[src/hdl/pwe_pkg.sv]
// Shared types and constants for the price indicator window engine.
package pwe_pkg;

  // Valid flags of the four indicators of one tick
  typedef struct packed {
    logic max_v;
    logic min_v;
    logic tr_v;
    logic ma_v;
  } pwe_flags_t;

  // 20000.0 in unsigned Q16.8
  localparam int unsigned MIN_CAP   = 32'd5120000;
  localparam int unsigned MIN_CAP_W = $clog2(MIN_CAP + 1);

endpackage

[src/hdl/pwe_front.sv]
// Front end: takes tick transfers, counts ticks and classifies indicator validity.
module pwe_front import pwe_pkg::*; #(
  parameter int MA_WINDOW   = 5,
  parameter int MIN_WINDOW  = 100,
  parameter int MAX_WINDOW  = 50,
  parameter int PRICE_WIDTH = 24
) (
  input  logic                     clk,
  input  logic                     rst,
  input  logic                     in_valid,
  output logic                     in_ready,
  input  logic [3*PRICE_WIDTH-1:0] in_data,
  output logic                     push,
  input  logic                     push_ready,
  output logic [PRICE_WIDTH-1:0]   hi,
  output logic [PRICE_WIDTH-1:0]   lo,
  output logic [PRICE_WIDTH-1:0]   cl,
  output pwe_flags_t               flags
);

  localparam int WIN_BIG  = (MIN_WINDOW > MAX_WINDOW) ? MIN_WINDOW : MAX_WINDOW;
  localparam int SEEN_CAP = (WIN_BIG > MA_WINDOW) ? WIN_BIG : MA_WINDOW;
  localparam int SW       = $clog2(SEEN_CAP + 1);

  logic [SW-1:0] seen;
  logic [SW-1:0] seen_next;

  assign in_ready = push_ready;
  assign push     = in_valid && push_ready;

  assign hi = in_data[PRICE_WIDTH-1:0];
  assign lo = in_data[2*PRICE_WIDTH-1:PRICE_WIDTH];
  assign cl = in_data[3*PRICE_WIDTH-1:2*PRICE_WIDTH];

  assign seen_next = (seen >= SW'(SEEN_CAP)) ? SW'(SEEN_CAP) : seen + 1'b1;

  always_comb begin
    flags.ma_v  = seen >= SW'(MA_WINDOW);
    flags.tr_v  = seen != '0;
    flags.min_v = seen_next >= SW'(MIN_WINDOW);
    flags.max_v = seen_next >= SW'(MAX_WINDOW);
  end

  always_ff @(posedge clk) begin
    if (rst) begin
      seen <= '0;
    end else if (push) begin
      seen <= seen_next;
    end
  end

endmodule

[config.mk]
export PLATFORM = sky130hd
export DESIGN_NAME = pwe_front
export DESIGN_NICKNAME = d
export VERILOG_FILES = /design/src/hdl/pwe_pkg.sv /design/src/hdl/pwe_front.sv
export SDC_FILE = /design/constraint.sdc
export NUM_CORES = 1
export LEC_CHECK = 0
export BUFFER_PORTS_ARGS = -buffer_cell sky130_fd_sc_hd__buf_2
export CELL_PAD_IN_SITES_DETAIL_PLACEMENT = 1
export CELL_PAD_IN_SITES_GLOBAL_PLACEMENT = 1
export CORE_ASPECT_RATIO = 1.1
export CORE_UTILIZATION = 18
export DETAILED_ROUTE_END_ITERATION = 8
export PLACE_DENSITY = 0.77
export RECOVER_POWER = 100
export SYNTH_ARGS = -nofsm -noshare
export SYNTH_HDL_FRONTEND = slang
export SYNTH_SLANG_ARGS = --single-unit
[constraint.sdc]
create_clock -name clk -period 1.8 [get_ports clk]
set_input_delay 0.09 -clock clk [delete_from_list [all_inputs] [get_ports clk]]
set_output_delay 0.09 -clock clk [all_outputs]
set_load 0.03 [all_outputs]
# Yosys cells after proc, flatten, opt, wreduce, memory -nomap -nowiden
# Cells that the tools add are included.
# Widths: inputs -> output; s select.
# word_totals
in_bits,76
reg_bits,7
# classes
mux,1
reduce_logical,2
order_cmp,4
addsub,1
# op_table
op,count
$ge 7x7->1 const B,2
$add 7x1->7 const B,1
$ge 7x3->1 const B,1
$ge 7x6->1 const B,1
$mux 7,1
$reduce_bool 7->1,1
$logic_and 1x1->1,1

# Depth between registers and ports, before layout
# logic_depth
word_depth,3
depth_mapped,6
mapped_depth_nobuf,5

# Least setup slack after synthesis
# No wires, ideal clock.
# synth_timing
path_kind,register to output
startpoint,register seen[0]
endpoint,output port flags[2] (netlist bit)
slack_ns,0.151
arrival_time_ns,1.559
path_buffers,0
stages_incl_launch_ff,6
required_time_ns,1.710
path_cell_list,dfxtp_1 > ha_1 > and3_1 > and3_2 > a21oi_1 > nor2_1
# synth_lines
item,line_no,text
from (decl),pwe_front.sv:25,logic [SW-1:0] seen;
from (signal assigned),pwe_front.sv:48,seen <= seen_next;
to (decl),pwe_front.sv:18,output pwe_flags_t flags

==> out/metrics.cfg <==
[status]
status=complete, no violations

[detailed_routing]
route.detailed.drc=0
ant_nets=0
vias_per_cell=4.01
dr.pass1.iters=3
wl_per_cell_um=15.5
vias=642
drt-total-wl_um=2480
drtIter0Drc=18

[cells_and_area]
drive_gt1_share_pct=27.7
design_area_um2=742
areaGrowthSynthToFinish_pct=-32.8
finalNonFillerCells=160
reg_top3=seen x7
regMostFlops=seen
utilization_pct=12.7
largest_reg_flops=7
diodes=0
nets=163

[cts]
cts_tree=built
cts_root_buf=clkbuf_8
htreeDepth=1
cts_hold_buf=0
cts_buffer_depth=2
clk_latency_ps=230
clkTransAtPathRegs_ps=40
clock-sinks=7
cts_buffers=3

[global_route]
track_usage_pct=7.13
grt_pass1_wl_um=3590
antenna_found_initial=0
grt_max_degree=11
grt_overflow=0
grt_pass1_vias=643

[placed_design]
dpl_cell_area_um2=672
hpwl_um=1900
dp.cells=155
placement.io_buffers=9
gp_congestion=0.833
post-place-ws_ps=136

[yosys]
ys_ff_latch=7
syn_avg_cell_area_um2=7.73
synthesis.area_um2=1100
synth_seq_area_share_pct=12.7
yosys_warnings=0
syn_nets=222
synth-edff-count=0
synth.distinct_cells=32
synth-async-reset-ratio_pct=0
postSynthCellCount=143
synth_ff_type=dfxtp_1

[floorplan]
io_pins=154
die_area_um2=6460
die_h_um=84.2
die_x_um=76.7
coreArea_um2=5840
start_util_pct=18.9
row_count=29

[sta]
slew_headroom_pct=75.2
hold_slack_ps=121
setup_ws_ps=37.4
fmax_ghz=0.567
maxSlewViolCount=0
min_period_ps=1760
period_share_pct=97.9
worst_pin_slew_ps=368
hold_viol_final=0
fin_skew_ps=0.672
setup_viol=0

[critical_path]
worstReg2RegEnd=seen[5]
r2r_start=seen[0]
path_class=flop to output pin
rrSetupSlack_ps=330
cp.arrival_ps=1670
crit_required_ps=1710
startpoint_type=flop
crit_fanout=8
worst_setup_path_end_kind=output pin
reg2reg_depth=6

[hold_path]
hold_end=seen[3]
min_path_cells=2
hp-class=input pin to flop
min_from=rst

[power]
vdd_ir_drop_max_mv=0.175
pwr_density_cell_nw_per_um2=578
leakage_nw=0.271

[job]
cap_violations=0

[worst max-delay path by stage]
| stage | from | to | cells after the start |
|---|---|---|---|
| final | seen[0] | flags[3] | 6 |
| after global routing | seen[0] | flags[3] | 6 |
| after CTS | seen[1] | flags[3] | 6 |
| after detailed placement | seen[1] | flags[3] | 6 |
| after global placement | seen[1] | flags[3] | 6 |
| after floorplan | seen[0] | flags[2] | 5 |
[layout make-up]
| class | instances | area (um2) |
|---|---|---|
| flip-flops and latches | 7 | 144 |
| fillers | 705 | 5100 |
| inverters | 4 | 15.0 |
| repair buffers | 14 | 78.8 |
| clock buffers | 4 | 45.0 |
| multi-input cells | 54 | 363 |
| well taps | 77 | 96.3 |
[cell usage in the layout, fill, tap and decap left out, types with 2 or more instances in the layout]
| cell type | n |
|---|---|
| a21oi_1 | 7 |
| a31oi_1 | 2 |
| buf_2 | 6 |
| buf_4 | 5 |
| clkbuf_1 | 4 |
| clkbuf_8 | 3 |
| dfxtp_1 | 4 |
| dfxtp_2 | 3 |
| ha_1 | 2 |
| inv_1 | 4 |
| nand2_1 | 7 |
| nor2_1 | 7 |
| nor3_1 | 2 |
| nor4_1 | 2 |
| o21ai_0 | 3 |
| or3_1 | 2 |
[per-layer routing]
layer | up-vias | part of all wire [%] | global-route usage [%]
li1 | 278 | - | -
met2 | 38 | 44 | 10.1
met1 | 292 | 30 | 6.06
met5 | - | 0 | 0
met3 | 34 | 17 | 5.87
met4 | 0 | 8.2 | 7.34
[cells in the mapped netlist, types with 2 or more instances]
library cell / n / area share, %
o21ai_0: 3 / 1.4
dfxtp_1: 7 / 13
nand2_1: 7 / 2.4
inv_1: 4 / 1.4
nor4_1: 2 / 1.1
a21oi_1: 7 / 3.2
ha_1: 3 / 3.4
a31oi_1: 2 / 1.1
buf_6: 5 / 5.1
nor2_1: 7 / 2.4
or3_1: 2 / 1.1
nor3_1: 2 / 0.91
buf_4: 73 / 50
[power breakdown]
group	switching, mW	internal, mW
logic	0.0304	0.0142
clock network	0.0695	0.153
registers	0.00314	0.158
total	0.103	0.326
[timing repair]
action / CTS / global route
setup buffers: 0 / 1
pin swaps: 0 / 1
setup endpoints to repair: 2 / 2
gates resized for setup: 2 / 6
[worst max-delay path, cell delays in order, from the launching register on]
cell and delay (ps):
dfxtp_2 340, buf_4 150, nand4_1 150, nor4_1 310, a31oi_1 100, a22oi_2 200, buf_4 190
[metrics by stage]
stage / TNS [ps] / total power, mW
6_report: 0 / 0.429
5_1_grt: -61.6 / 0.451
4_1_cts: 0 / 0.434
3_5_place_dp: 0 / 0.208
3_3_place_gp: 0 / 0.208
2_1_floorplan: 0 / 0.490
[kinds of logic after synthesis]
| group | Yosys count | synth area share [%] |
|---|---|---|
| AOI/OAI and AO/OA | 21 | 12.8 |
| xor gates and xnor gates | 1 | 0.793 |
| adders and majority gates | 3 | 3.40 |
| buffers and inverters | 82 | 56.1 |
| DFF | 7 | 12.7 |
| muxes | 1 | 0.906 |
| and+or+nand+nor | 28 | 13.4 |
(Power assumes the default switching activity.)
