--- src/hdl/pwe_queue.sv ---
// Two-entry queue between the front end and the window engine.
module pwe_queue #(
  parameter int W = 76
) (
  input  logic         clk,
  input  logic         rst,
  input  logic         push,
  output logic         push_ready,
  input  logic [W-1:0] din,
  input  logic         pop,
  output logic         pop_valid,
  output logic [W-1:0] dout
);

  logic [W-1:0] mem [2];
  logic         wp;
  logic         rp;
  logic [1:0]   count;

  assign push_ready = count != 2'd2;
  assign pop_valid  = count != 2'd0;
  assign dout       = mem[rp];

  always_ff @(posedge clk) begin
    if (push) begin
      mem[wp] <= din;
    end
  end

  always_ff @(posedge clk) begin
    if (rst) begin
      wp    <= 1'b0;
      rp    <= 1'b0;
      count <= 2'd0;
    end else begin
      if (push) begin
        wp <= ~wp;
      end
      if (pop) begin
        rp <= ~rp;
      end
      case ({push, pop})
        2'b10:   count <= count + 2'd1;
        2'b01:   count <= count - 2'd1;
        default: count <= count;
      endcase
    end
  end

endmodule

--- config.mk ---
export PLATFORM = sky130hd
export DESIGN_NAME = pwe_queue
export DESIGN_NICKNAME = d
export VERILOG_FILES = /design/src/hdl/pwe_queue.sv
export SDC_FILE = /design/constraint.sdc
export NUM_CORES = 1
export LEC_CHECK = 0
export BUFFER_PORTS_ARGS = -buffer_cell sky130_fd_sc_hd__buf_2
export CAP_MARGIN = 5
export CORE_MARGIN = 3
export CORE_UTILIZATION = 35
export CTS_CLUSTER_DIAMETER = 150
export DETAILED_ROUTE_END_ITERATION = 10
export PLACE_DENSITY = 0.55
export SLEW_MARGIN = 20
export SYNTH_ARGS = -nofsm -noshare
export SYNTH_HDL_FRONTEND = slang
export SYNTH_SLANG_ARGS = --single-unit
--- constraint.sdc ---
create_clock -name clk -period 5.1 [get_ports clk]
set_input_delay 0.255 -clock clk [delete_from_list [all_inputs] [get_ports clk]]
set_output_delay 0.255 -clock clk [all_outputs]
set_load 0.02 [all_outputs]
# After elaboration in Yosys (flattened, before gate mapping)
# Memory sizes are Yosys's and may differ from the RTL's. A register that Yosys moved wholly into a read port is not among the register bits.
# Index checks and enable logic that the tools add are counted.
[op_classes]
reduce_logical = 2
muxes = 5
eq_ne = 3
bitwise = 2
add_sub_neg = 2
[op_table]
columns = ["op", "n"]
rows = [
  ["$mux 1", 4],
  ["$pmux 2 s2", 1],
  ["$reduce_bool 2->1", 2],
  ["$add 2x1->2 const B", 1],
  ["$eq 2x1->1 const B", 1],
  ["$eq 2x2->1 const B", 1],
  ["$ne 2x2->1 const B", 1],
  ["$not 1->1", 2],
  ["$sub 2x1->2 const B", 1],
]
[totals]
n_memories = 1
reg_bits = 4
elab_cells = 18
ramBits = 152
input_bits = 80
[memory_table]
columns = ["name", "words", "width", "read_ports", "rd_clocked_by_memory_dff", "wr", "line", "text"]
rows = [
  ["mem", 2, 76, 1, 1, 1, "15", "logic [W-1:0] mem [2];"],
]

# Longest topological paths before layout
# Gate-level depths: netlist of the first run.
[logic_depth]
ltp_word = 3
mapped_depth = 5
depth_no_buf = 5

# Worst setup path before layout of the first run
# OpenSTA, ideal clock, no wires.
[synth_timing]
path_type = "in2reg"
from = "input push"
to = "memory mem[0][0], enable pin"
setup_slack_ns = 1.087
t_required_ns = 4.587
stages = 2
setup_ns = 0.513
arrival_ns = 3.500
path_cell_list = "inv_1 nor2_1"
[synth_via]
elab_chain_cells = 2
[synth_rtl]
columns = ["item", "line", "text"]
rows = [
  ["start, declared", "7", "input logic push,"],
  ["$mux 1", "25", "if (push) begin"],
  ["$mux 1 (implied by the code)", "26", "mem[wp] <= din;"],
  ["end, declared", "15", ""],
]
# No other way between the ends.

==> qor.txt, run 1 <==
Initial antenna violation count - 2
P per Cell Area - 411 nW/um^2
Synthesis-to-finish area growth - 28.5%
Syn nets - 339
DP HPWL - 6580 um
Setup CP Type - register to primary output
Initial core utilization - 36.5%
Leakage - 0.00271 uW
Outcome - complete, no violations
CP max FO - 46
Crit. End Element - primary output
Antenna cells - 0
Vias/cell - 4.46
Hold Vio Cnt, Final - 0
H-tree Lvls - 4
Ports - 158
Hold_buf cts - 0
Cell count after synthesis - 258
DR vias - 2921
Max-cap viol count - 0
Worst setup SP type - register
Die Wd - 133 um
Dpl cell area - 6700 um^2
GP Congestion - 0.708
Synth Area per Inst - 22.0 um^2
Clock-pin slew on the worst setup and hold paths - 60 ps
Layout Cells excl Fill - 655
WP data required - 4850 ps
NumNets Final - 512
Sink Count - 157
Period minus WS final - 2190 ps
Final count of pins violating max slew - 0
Reg2reg path depth - 2
Core area - 15500 um^2
Final period util - 42.9%
Ratio of cells with drive above 1 in the final layout - 43.0%
Grt total ovfl - 0
Largest net degree at the start of global routing - 77
Relative slew slack - 57.2%
1st-pass router iterations - 4
Arrival @ worst endpoint - 1940 ps
Die ar. - 17800 um^2
Final Cell Area - 7300 um^2
I/O Buffers - 157
Syn. warnings - 0
Hold Path Depth - 1
TritonCTS clock tree - yes
Fin Setup TNS - 0 ps
Setup Skew - 4.45 ps
Post-CTS Resized - 0
F_max - 457 MHz
Slew @ Worst Pin - 640 ps
Post-route ant nets - 0
DR WL/cell - 15.9 um
VDD IR max - 0.236 mV
Clock latency on the worst-skew pair - 410 ps
Post-synthesis sequential area ratio - 82.2%
Initial detailed-routing violation count - 126
Drt drc - 0
Inst Count DP - 620
Unrepaired setup endpoints after global routing - no
#FFs+latches synth - 157
Die H - 133 um
Unique masters post-synth - 16
Bufs on Longest Clock Path - 2
Row count - 45
Hold crit path type - input pin to register
Root buffer cell - clkbuf_16
First-pass GRT wire length - 16000 um
Final setup fails - 0
Total GRT Usage - 12.0%
Vias in the first global route - 3037
Setup Fix Bufs, Post-CTS - 0
Util after Layout - 47.0%
Clock buffer count from CTS - 17
Total routed wirelength - 10400 um
Netlist Area Pre-Place - 5680 um^2
-- synth_stat cells (all sizes together) --
cell / count / area, um^2
a21oi: 1 / 5.00
and2: 1 / 6.26
buf: 8 / 52.6
dfxtp: 5 / 100
edfxtp: 152 / 4560
ha: 1 / 12.5
inv: 1 / 3.75
mux2: 76 / 856
nand2b: 1 / 6.26
nor2: 5 / 18.8
o21ai: 1 / 5.00
or2: 1 / 6.26
or3: 1 / 6.26
xnor2: 3 / 26.3
xor2: 1 / 8.76
-- stage by stage --
stage	setup WS [ps]	hold slack [ps]	power [uW]
floorplan	1090	324	1760
global placement	3120	442	1890
detailed placement	3120	447	1900
CTS	2670	7.07	3040
global route	2790	3.31	3130
finish	2910	32.3	3000
-- registers in the layout (all words and copies together) (netlist names), named ones only --
name and flops:
count 2, mem 152, rp 1, wp 1
-- metal layers --
layer	track usage (%)	routed length [um]	share of wire, %
met3	5.70	852	8.2
met2	19.0	4900	47
met1	14.3	4480	43
met5	0	14	0.13
met4	4.40	136	1.3
-- worst max-delay path, stage by stage (launching register included) --
cell     delay [ps]
dfxtp_4         640
buf_16          310
mux2_1          370
buf_2           170
-- kinds of logic after synthesis --
| logic type | count (synthesis) | share of synthesized area [%] |
|---|---|---|
| AO/OA/AOI/OAI | 2 | 0.176 |
| XOR/XNOR | 4 | 0.617 |
| adder cells (fa/ha/maj) | 1 | 0.220 |
| buffers and inverters | 9 | 0.992 |
| flip-flops | 157 | 82.2 |
| multiplexers | 76 | 15.1 |
| AND/OR/NAND/NOR | 9 | 0.772 |
-- cells in the final DEF (no fill, tap or decap) --
cell type / instances
buf_2: 157
edfxtp_1: 152
mux2_1: 76
clkbuf_16: 17
clkinvlp_4: 7
nor2_1: 4
clkbuf_1: 4
dfxtp_1: 4
xnor2_1: 3
clkinv_2: 2
buf_4: 2
or2_1: 1
and2_4: 1
inv_1: 1
nor2_4: 1
nand2b_1: 1
xor2_1: 1
o21ai_0: 1
or3_1: 1
a21oi_1: 1
ha_1: 1
dfxtp_4: 1
bufinv_16: 1
clkinv_1: 1
dlygate4sd3_1: 1
buf_12: 1
buf_16: 1
-- final cells by class --
class	count	area (um^2)
multi-input cells	92	967
inverters	1	3.75
flip-flops and latches	157	4670
repair buffers	162	858
well taps	211	264
clock buffers	21	440
fillers	1367	8240
clock inverters	11	96.3
-- where the power goes --
| part | switching, uW | total, uW | internal [uW] |
|---|---|---|---|
| clock | 465 | 1130 | 666 |
| sequential | 26.9 | 1530 | 1500 |
| combinational | 207 | 335 | 129 |
-- worst paths after layout --
kind | slack (ps) | start | endpoint
setup / recovery | 2910 | register | dout[40]
hold / removal | 30 | din[57] | mem[0][57]$_DFFE_PP_
setup reg to reg | 3320 | wp$_SDFFE_PP0P_ | mem[0][68]$_DFFE_PP_
hold reg to reg | 510 | rp$_SDFFE_PP0P_ | register
Power figures use the tool's default switching activity.
==> inputs of run 2 (changes only) <==
ABC_AREA = 1   (was unset)
clock period = 2.07 ns   (was 5.1 ns; I/O delays follow)
==> run 2 against run 1 <==
Effect of this change: routed wire length increased by 11%; final area up 15%; worst setup slack worse by 2700 ps; critical path depth stayed put; critical path type unchanged.
==> qor.txt, run 2 <==
WP data required - 1970 ps (-2880 ps)
1st-pass router iterations - 4 (unchanged)
DR WL/cell - 15.3 um (-3.3%)
Leakage - 0.00327 uW (+21%)
Reg2reg path depth - 3 (+1)
Routed length on met1 - 5080 um (+13%)
Post-synth EDFFs - 152 (unchanged)
Syn nets - 349 (+2.9%)
P per Cell Area - 932 nW/um^2 (+130%)
Largest regs - mem (152), count (2)
CP max FO - 23 (-50%)
Setup Skew - 6.08 ps (+1.64 ps)
Count leader, synth - edfxtp_1
Ratio of cells with drive above 1 in the final layout - 51.3% (+8.3 points)
Total routed wirelength - 11500 um (+11%)
Area leader, netlist - edfxtp_1
F_max - 527 MHz
Max reg flops - 152 (unchanged)
Setup Fix Bufs, Post-CTS - 0 (unchanged)
Power Total - 7790 uW (+160%)
Yosys top cell area share - 77.9% (-2.5 points)
Delay of the slowest critical-path stage - 590 ps (-50 ps)
Unrepaired setup endpoints after global routing - no
Setup ws final - 171 ps (-2740 ps)
Crit. End Element - primary output
GP Congestion - 0.672 (-5.0%)
Vias in the first global route - 3440 (+13%)
Netlist Area Pre-Place - 5860 um^2 (+3.2%)
NumNets Final - 604 (+18%)
Final period util - 91.7%
Clock latency on the worst-skew pair - 410 ps (about the same)
Row count - 46 (+2.2%)
Clock-pin slew on the worst setup and hold paths - 60 ps (about the same)
FFs w/ async S/R, synth - 0% (unchanged)
Top post-synthesis cells by count - edfxtp_1, mux2_4, mux2_2
Root buffer cell - clkbuf_16
WP buf/inv - 2 (unchanged)
Largest cells by area after synthesis - edfxtp_1, mux2_4, mux2_2
Worst reg2reg path endpoint - mem[1][49]$_DFFE_PP_
Top routing layer used - met4
CP Cell Sequence - buf_12, mux2_2, buf_2
Unique masters post-synth - 17 (+1)
Biggest register - mem
Cell count after synthesis - 268 (+3.9%)
Post-synthesis sequential area ratio - 79.6% (-2.6 points)
First-pass GRT wire length - 17900 um (+12%)
Util after Layout - 51.9% (+4.9 points)
Max-cap viol count - 0 (unchanged)
Initial core utilization - 36.4% (-0.16 points)
Worst flop-to-flop path startpoint - wp$_SDFFE_PP0P_
Die ar. - 18300 um^2 (+3.1%)
Final setup fails - 0 (unchanged)
Outcome - complete, no violations
Setup CP Type - register to primary output
Hold Vio Cnt, Final - 0 (unchanged)
Worst R2R Setup Slack - 630 ps (-2690 ps)
Largest net degree at the start of global routing - 46 (-40%)
DR vias - 3272 (+12%)
Bufs on Longest Clock Path - 2 (unchanged)
Post-route ant nets - 0 (unchanged)
Worst slack, placed - 592 ps (-2530 ps)
Arrival @ worst endpoint - 1800 ps (-140 ps)
Initial detailed-routing violation count - 176 (+40%)
TritonCTS clock tree - yes
Core area - 16100 um^2 (+3.7%)
Initial antenna violation count - 0 (-2)
Die H - 135 um (+1.5%)
Hold Path Depth - 2 (+1)
CP top delay family - flip-flops
Syn. warnings - 0 (unchanged)
Slew @ Worst Pin - 541 ps (-99.2 ps)
Sink Count - 157 (unchanged)
I/O Buffers - 157 (unchanged)
Commonest non-fill, non-tap cell in the layout - buf_2
Drt drc - 0 (unchanged)
Worst setup SP type - register
Most used DFF post-synth - edfxtp_1
Final count of pins violating max slew - 0 (unchanged)
#FFs+latches synth - 157 (unchanged)
Synth Area per Inst - 21.9 um^2 (-0.61%)
Clock buffer count from CTS - 17 (unchanged)
CP max stage cell - dfxtp_4
Grt total ovfl - 0 (unchanged)
Hold crit path type - input pin to register
Fin Setup TNS - 0 ps (unchanged)
Vias/cell - 4.35 (-2.4%)
Hold Crit Endpoint - mem[1][23]$_DFFE_PP_
Worst min-delay path startpoint - din[23]
Relative slew slack - 63.9% (+6.7 points)
Met2 Routed Length - 5590 um (+14%)
Total GRT Usage - 12.8% (+0.84 points)
H-tree Lvls - 4 (unchanged)
Antenna cells - 0 (unchanged)
Die Wd - 135 um (+1.5%)
Commonest non-fill, non-tap cells in the layout - buf_2, edfxtp_1, dlygate4sd3_1, mux2_4, mux2_2
Wire length on met3 - 718 um (-16%)
Synthesis-to-finish area growth - 42.7%
DP HPWL - 7120 um (+8.3%)
Period minus WS final - 1900 ps
Ports - 158 (unchanged)
VDD IR max - 0.668 mV (+180%)
==> run 2: cell count changes after synthesis, sizes merged, moves of 2 or more <==
cell,before,now
nor2,5,8
nand2,0,6
xnor2,3,1
inv,1,6
==> run 2: worst max-delay path by stage <==
stage	from	endpoint	slack, ps	cells past startpoint
floorplan	wp$_SDFFE_PP0P_	mem[1][0]$_DFFE_PP_	140	2
global placement	register	dout[73]	580	3
detailed placement	register	dout[73]	590	3
CTS	register	dout[68]	120	3
global route	register	dout[68]	80	3
finish	register	dout[68]	170	3
==> run 2: final cells by class <==
class,count,area [um^2]
Tap cell,216,270
Timing Repair Buffer,244,1700
Clock inverter,11,114
Multi-Input combinational cell,97,1110
Fill cell,1357,7750
Clock buffer,21,470
Sequential cell,157,4670
Inverter,6,26.3
==> run 2: power breakdown <==
group	switching, uW	total (uW)	internal [uW]
Clock	1160	3020	1860
Combinational	527	1030	506
Sequential	59.9	3740	3680
==> run 2: logic make-up (layout without fill, tap and decap cells) <==
family                     count (synthesis)  in the layout  share of synthesized area, %
AOI/OAI and AO/OA                          2              2                         0.171
xor gates and xnor gates                   1              1                         0.149
adders and majority gates                  1              1                         0.213
buffers and inverters                     14            282                          1.54
DFF                                      157            157                          79.6
muxes                                     76             76                          17.2
and+or+nand+nor                           17             17                          1.20
==> run 2: metrics by stage <==
stage	hold WS [ps]	cells	area [um^2]
CTS	384	752	8370
finish	409	752	8370
detailed placement	295	640	6980
global placement	291	640	6980
floorplan	176	268	5870
global route	402	752	8370
==> run 2: layer usage <==
layer	global-route usage (%)	up-vias
met3	3.97	9
met5	0	-
met1	16.0	1593
li1	-	1558
met2	20.9	112
met4	4.87	0
==> run 2: repair_timing <==
action | 4_1_cts | 5_1_grt
endpoints found under the hold margin | 156 | 0
gates resized for setup | 0 | 0
hold buffers | 80 | 0
==> inputs of run 3 (changes only) <==
CORE_MARGIN = unset   (was 3)
==> run 3 against run 2 <==
Effect of this change: utilization hardly changed; count of clock-buffer cells in the layout is 4 higher; hold slack hardly changed; final area hardly changed; register-to-register slack hardly changed; power is 2.5% higher; critical endpoint is now dout[75].
==> qor.txt, run 3 (synthesized netlist as in run 2, its figures left out) <==
Dpl cell area - 6950 um^2 (-0.47%)
M3 GR Usage - 5.48% (+1.5 points)
Relative slew slack - 59.6% (-4.3 points)
TritonCTS clock tree - yes
Multi-input logic area - 1110 um^2 (unchanged)
Largest net degree at the start of global routing - 53 (+15%)
Row count - 46 (unchanged)
Drt drc - 0 (unchanged)
NumNets Final - 603 (-0.17%)
Hold crit path type - input pin to register
Post-route ant nets - 0 (unchanged)
Hold Vio Cnt, Final - 0 (unchanged)
CP Cell Sequence - buf_12, mux2_2, buf_2
Hold WS - 409 ps (-0.166 ps)
Clock-pin slew on the worst setup and hold paths - 60 ps (about the same)
Final setup fails - 0 (unchanged)
F_max - 568 MHz (+7.8%)
Initial antenna violation count - 0 (unchanged)
Setup Skew - 4.57 ps (-1.52 ps)
First-pass GRT wire length - 17100 um (-4.7%)
Delay of the slowest critical-path stage - 400 ps (-190 ps)
Commonest non-fill, non-tap cells in the layout - buf_2, edfxtp_1, dlygate4sd3_1, mux2_4, mux2_2
Final Cell Area - 8370 um^2 (about the same)
Final count of pins violating max slew - 0 (unchanged)
Util after Layout - 51.9% (about the same)
I/O Buffers - 157 (unchanged)
DR vias - 3302 (+0.92%)
Ports - 158 (unchanged)
Initial detailed-routing violation count - 93 (-47%)
Root buffer cell - clkbuf_16
Max-cap viol count - 0 (unchanged)
Vias/cell - 4.40 (+1.1%)
Fin Setup TNS - 0 ps (unchanged)
Grt total ovfl - 0 (unchanged)
Register area - 4670 um^2 (unchanged)
Unrepaired setup endpoints after global routing - no
Final period util - 85.1% (-6.6 points)
VDD IR max - 0.515 mV (-23%)
Leakage - 0.00327 uW (about the same)
Ratio of cells with drive above 1 in the final layout - 50.3% (-1.0 points)
Post-CTS Resized - 0 (unchanged)
Die Wd - 131 um (-3.0%)
Vias in the first global route - 3506 (+1.9%)
Biggest register - mem
Crit. End Element - primary output
Commonest non-fill, non-tap cell in the layout - buf_2
Worst setup SP type - register
Arrival @ worst endpoint - 1660 ps (-140 ps)
Core area - 16100 um^2 (unchanged)
DR WL/cell - 14.4 um (-6.2%)
CP max FO - 42 (+83%)
Sink Count - 157 (unchanged)
WP data required - 1970 ps (about the same)
Clock latency on the worst-skew pair - 410 ps (about the same)
Slew @ Worst Pin - 605 ps (+64.4 ps)
Worst min-delay path startpoint - din[69]
Setup CP Type - register to primary output
Gr busiest metal - met2
Worst flop-to-flop path startpoint - wp$_SDFFE_PP0P_
1st-pass router iterations - 4 (unchanged)
Die H - 131 um (-3.0%)
Largest regs - mem (152), count (2)
Setup Fix Bufs, Post-CTS - 0 (unchanged)
Filler cells - 1342 (-1.1%)
Synthesis-to-finish area growth - 42.8% (about the same)
Initial core utilization - 36.4% (unchanged)
Period minus WS final - 1760 ps (-137 ps)
DP HPWL - 6560 um (-7.9%)
Antenna cells - 0 (unchanged)
Met2 Use GR - 21.6% (+0.67 points)
Die ar. - 17300 um^2 (-5.8%)
CP max stage cell - mux2_2
Met1 GRT Util - 14.8% (-1.2 points)
H-tree Lvls - 4 (unchanged)
Max reg flops - 152 (unchanged)
Total routed wirelength - 10800 um (-6.4%)
P per Cell Area - 954 nW/um^2 (+2.4%)
Inst Count DP - 639 (-0.16%)
Hold_buf cts - 80 (unchanged)
Clock buffer count from CTS - 17 (unchanged)
Bufs on Longest Clock Path - 2 (unchanged)
GP Congestion - 0.704 (+4.7%)
Total GRT Usage - 13.1% (+0.27 points)
Layout Cells excl Fill - 751 (-0.13%)
Outcome - complete, no violations
==> run 3: cell count changes in the layout (fill, tap and decap cells not counted) <==
cell,change
clkinv_2,-5
clkbuf_1,+4
buf_12,-2
bufinv_16,+2
buf_4,+1
clkinv_1,+1
clkinvlp_4,-1
inv_6,-1
==> run 3: layout make-up <==
class | instances | area share (%)
Multi-Input combinational cell | 97 | 13.3
Clock buffer | 25 | 5.80
Tap cell | 216 | 3.23
Sequential cell | 157 | 55.8
Clock inverter | 7 | 1.63
Timing Repair Buffer | 243 | 19.9
Inverter | 6 | 0.314
==> run 3: power breakdown <==
group          internal (uW)  switching, uW  total (uW)
Sequential              3680           41.4        3720
Clock                   2110           1130        3240
Combinational            497            536        1030
Total                   6280           1700        7990
==> run 3: metal layers <==
layer,part of all wire (%),vias to the layer above
li1,-,1559
met5,0,-
met3,6.8,20
met4,2.1,0
met1,42,1603
met2,49,120
==> run 3: stage by stage <==
step / total power [uW] / worst slack [ps]
2_1_floorplan: 4390 / 140
5_1_grt: 8290 / 253
3_5_place_dp: 4710 / 594
3_3_place_gp: 4690 / 607
6_report: 7990 / 309
4_1_cts: 8100 / 276
==> run 3: critical path: cells and delay by family, from the launching register on <==
kind | cells | cell delay (ps)
flops | 1 | 370
mux | 1 | 400
buf+inv | 2 | 430
==> run 3: worst paths after layout <==
path                                             end  slack (ps)  cells past startpoint
worst min-delay path            mem[0][69]$_DFFE_PP_         410                      2
worst max-delay path                        dout[75]         310                      3
worst max register to register  mem[1][61]$_DFFE_PP_         620                      3
worst min register to register       rp$_SDFFE_PP0P_         520                      2
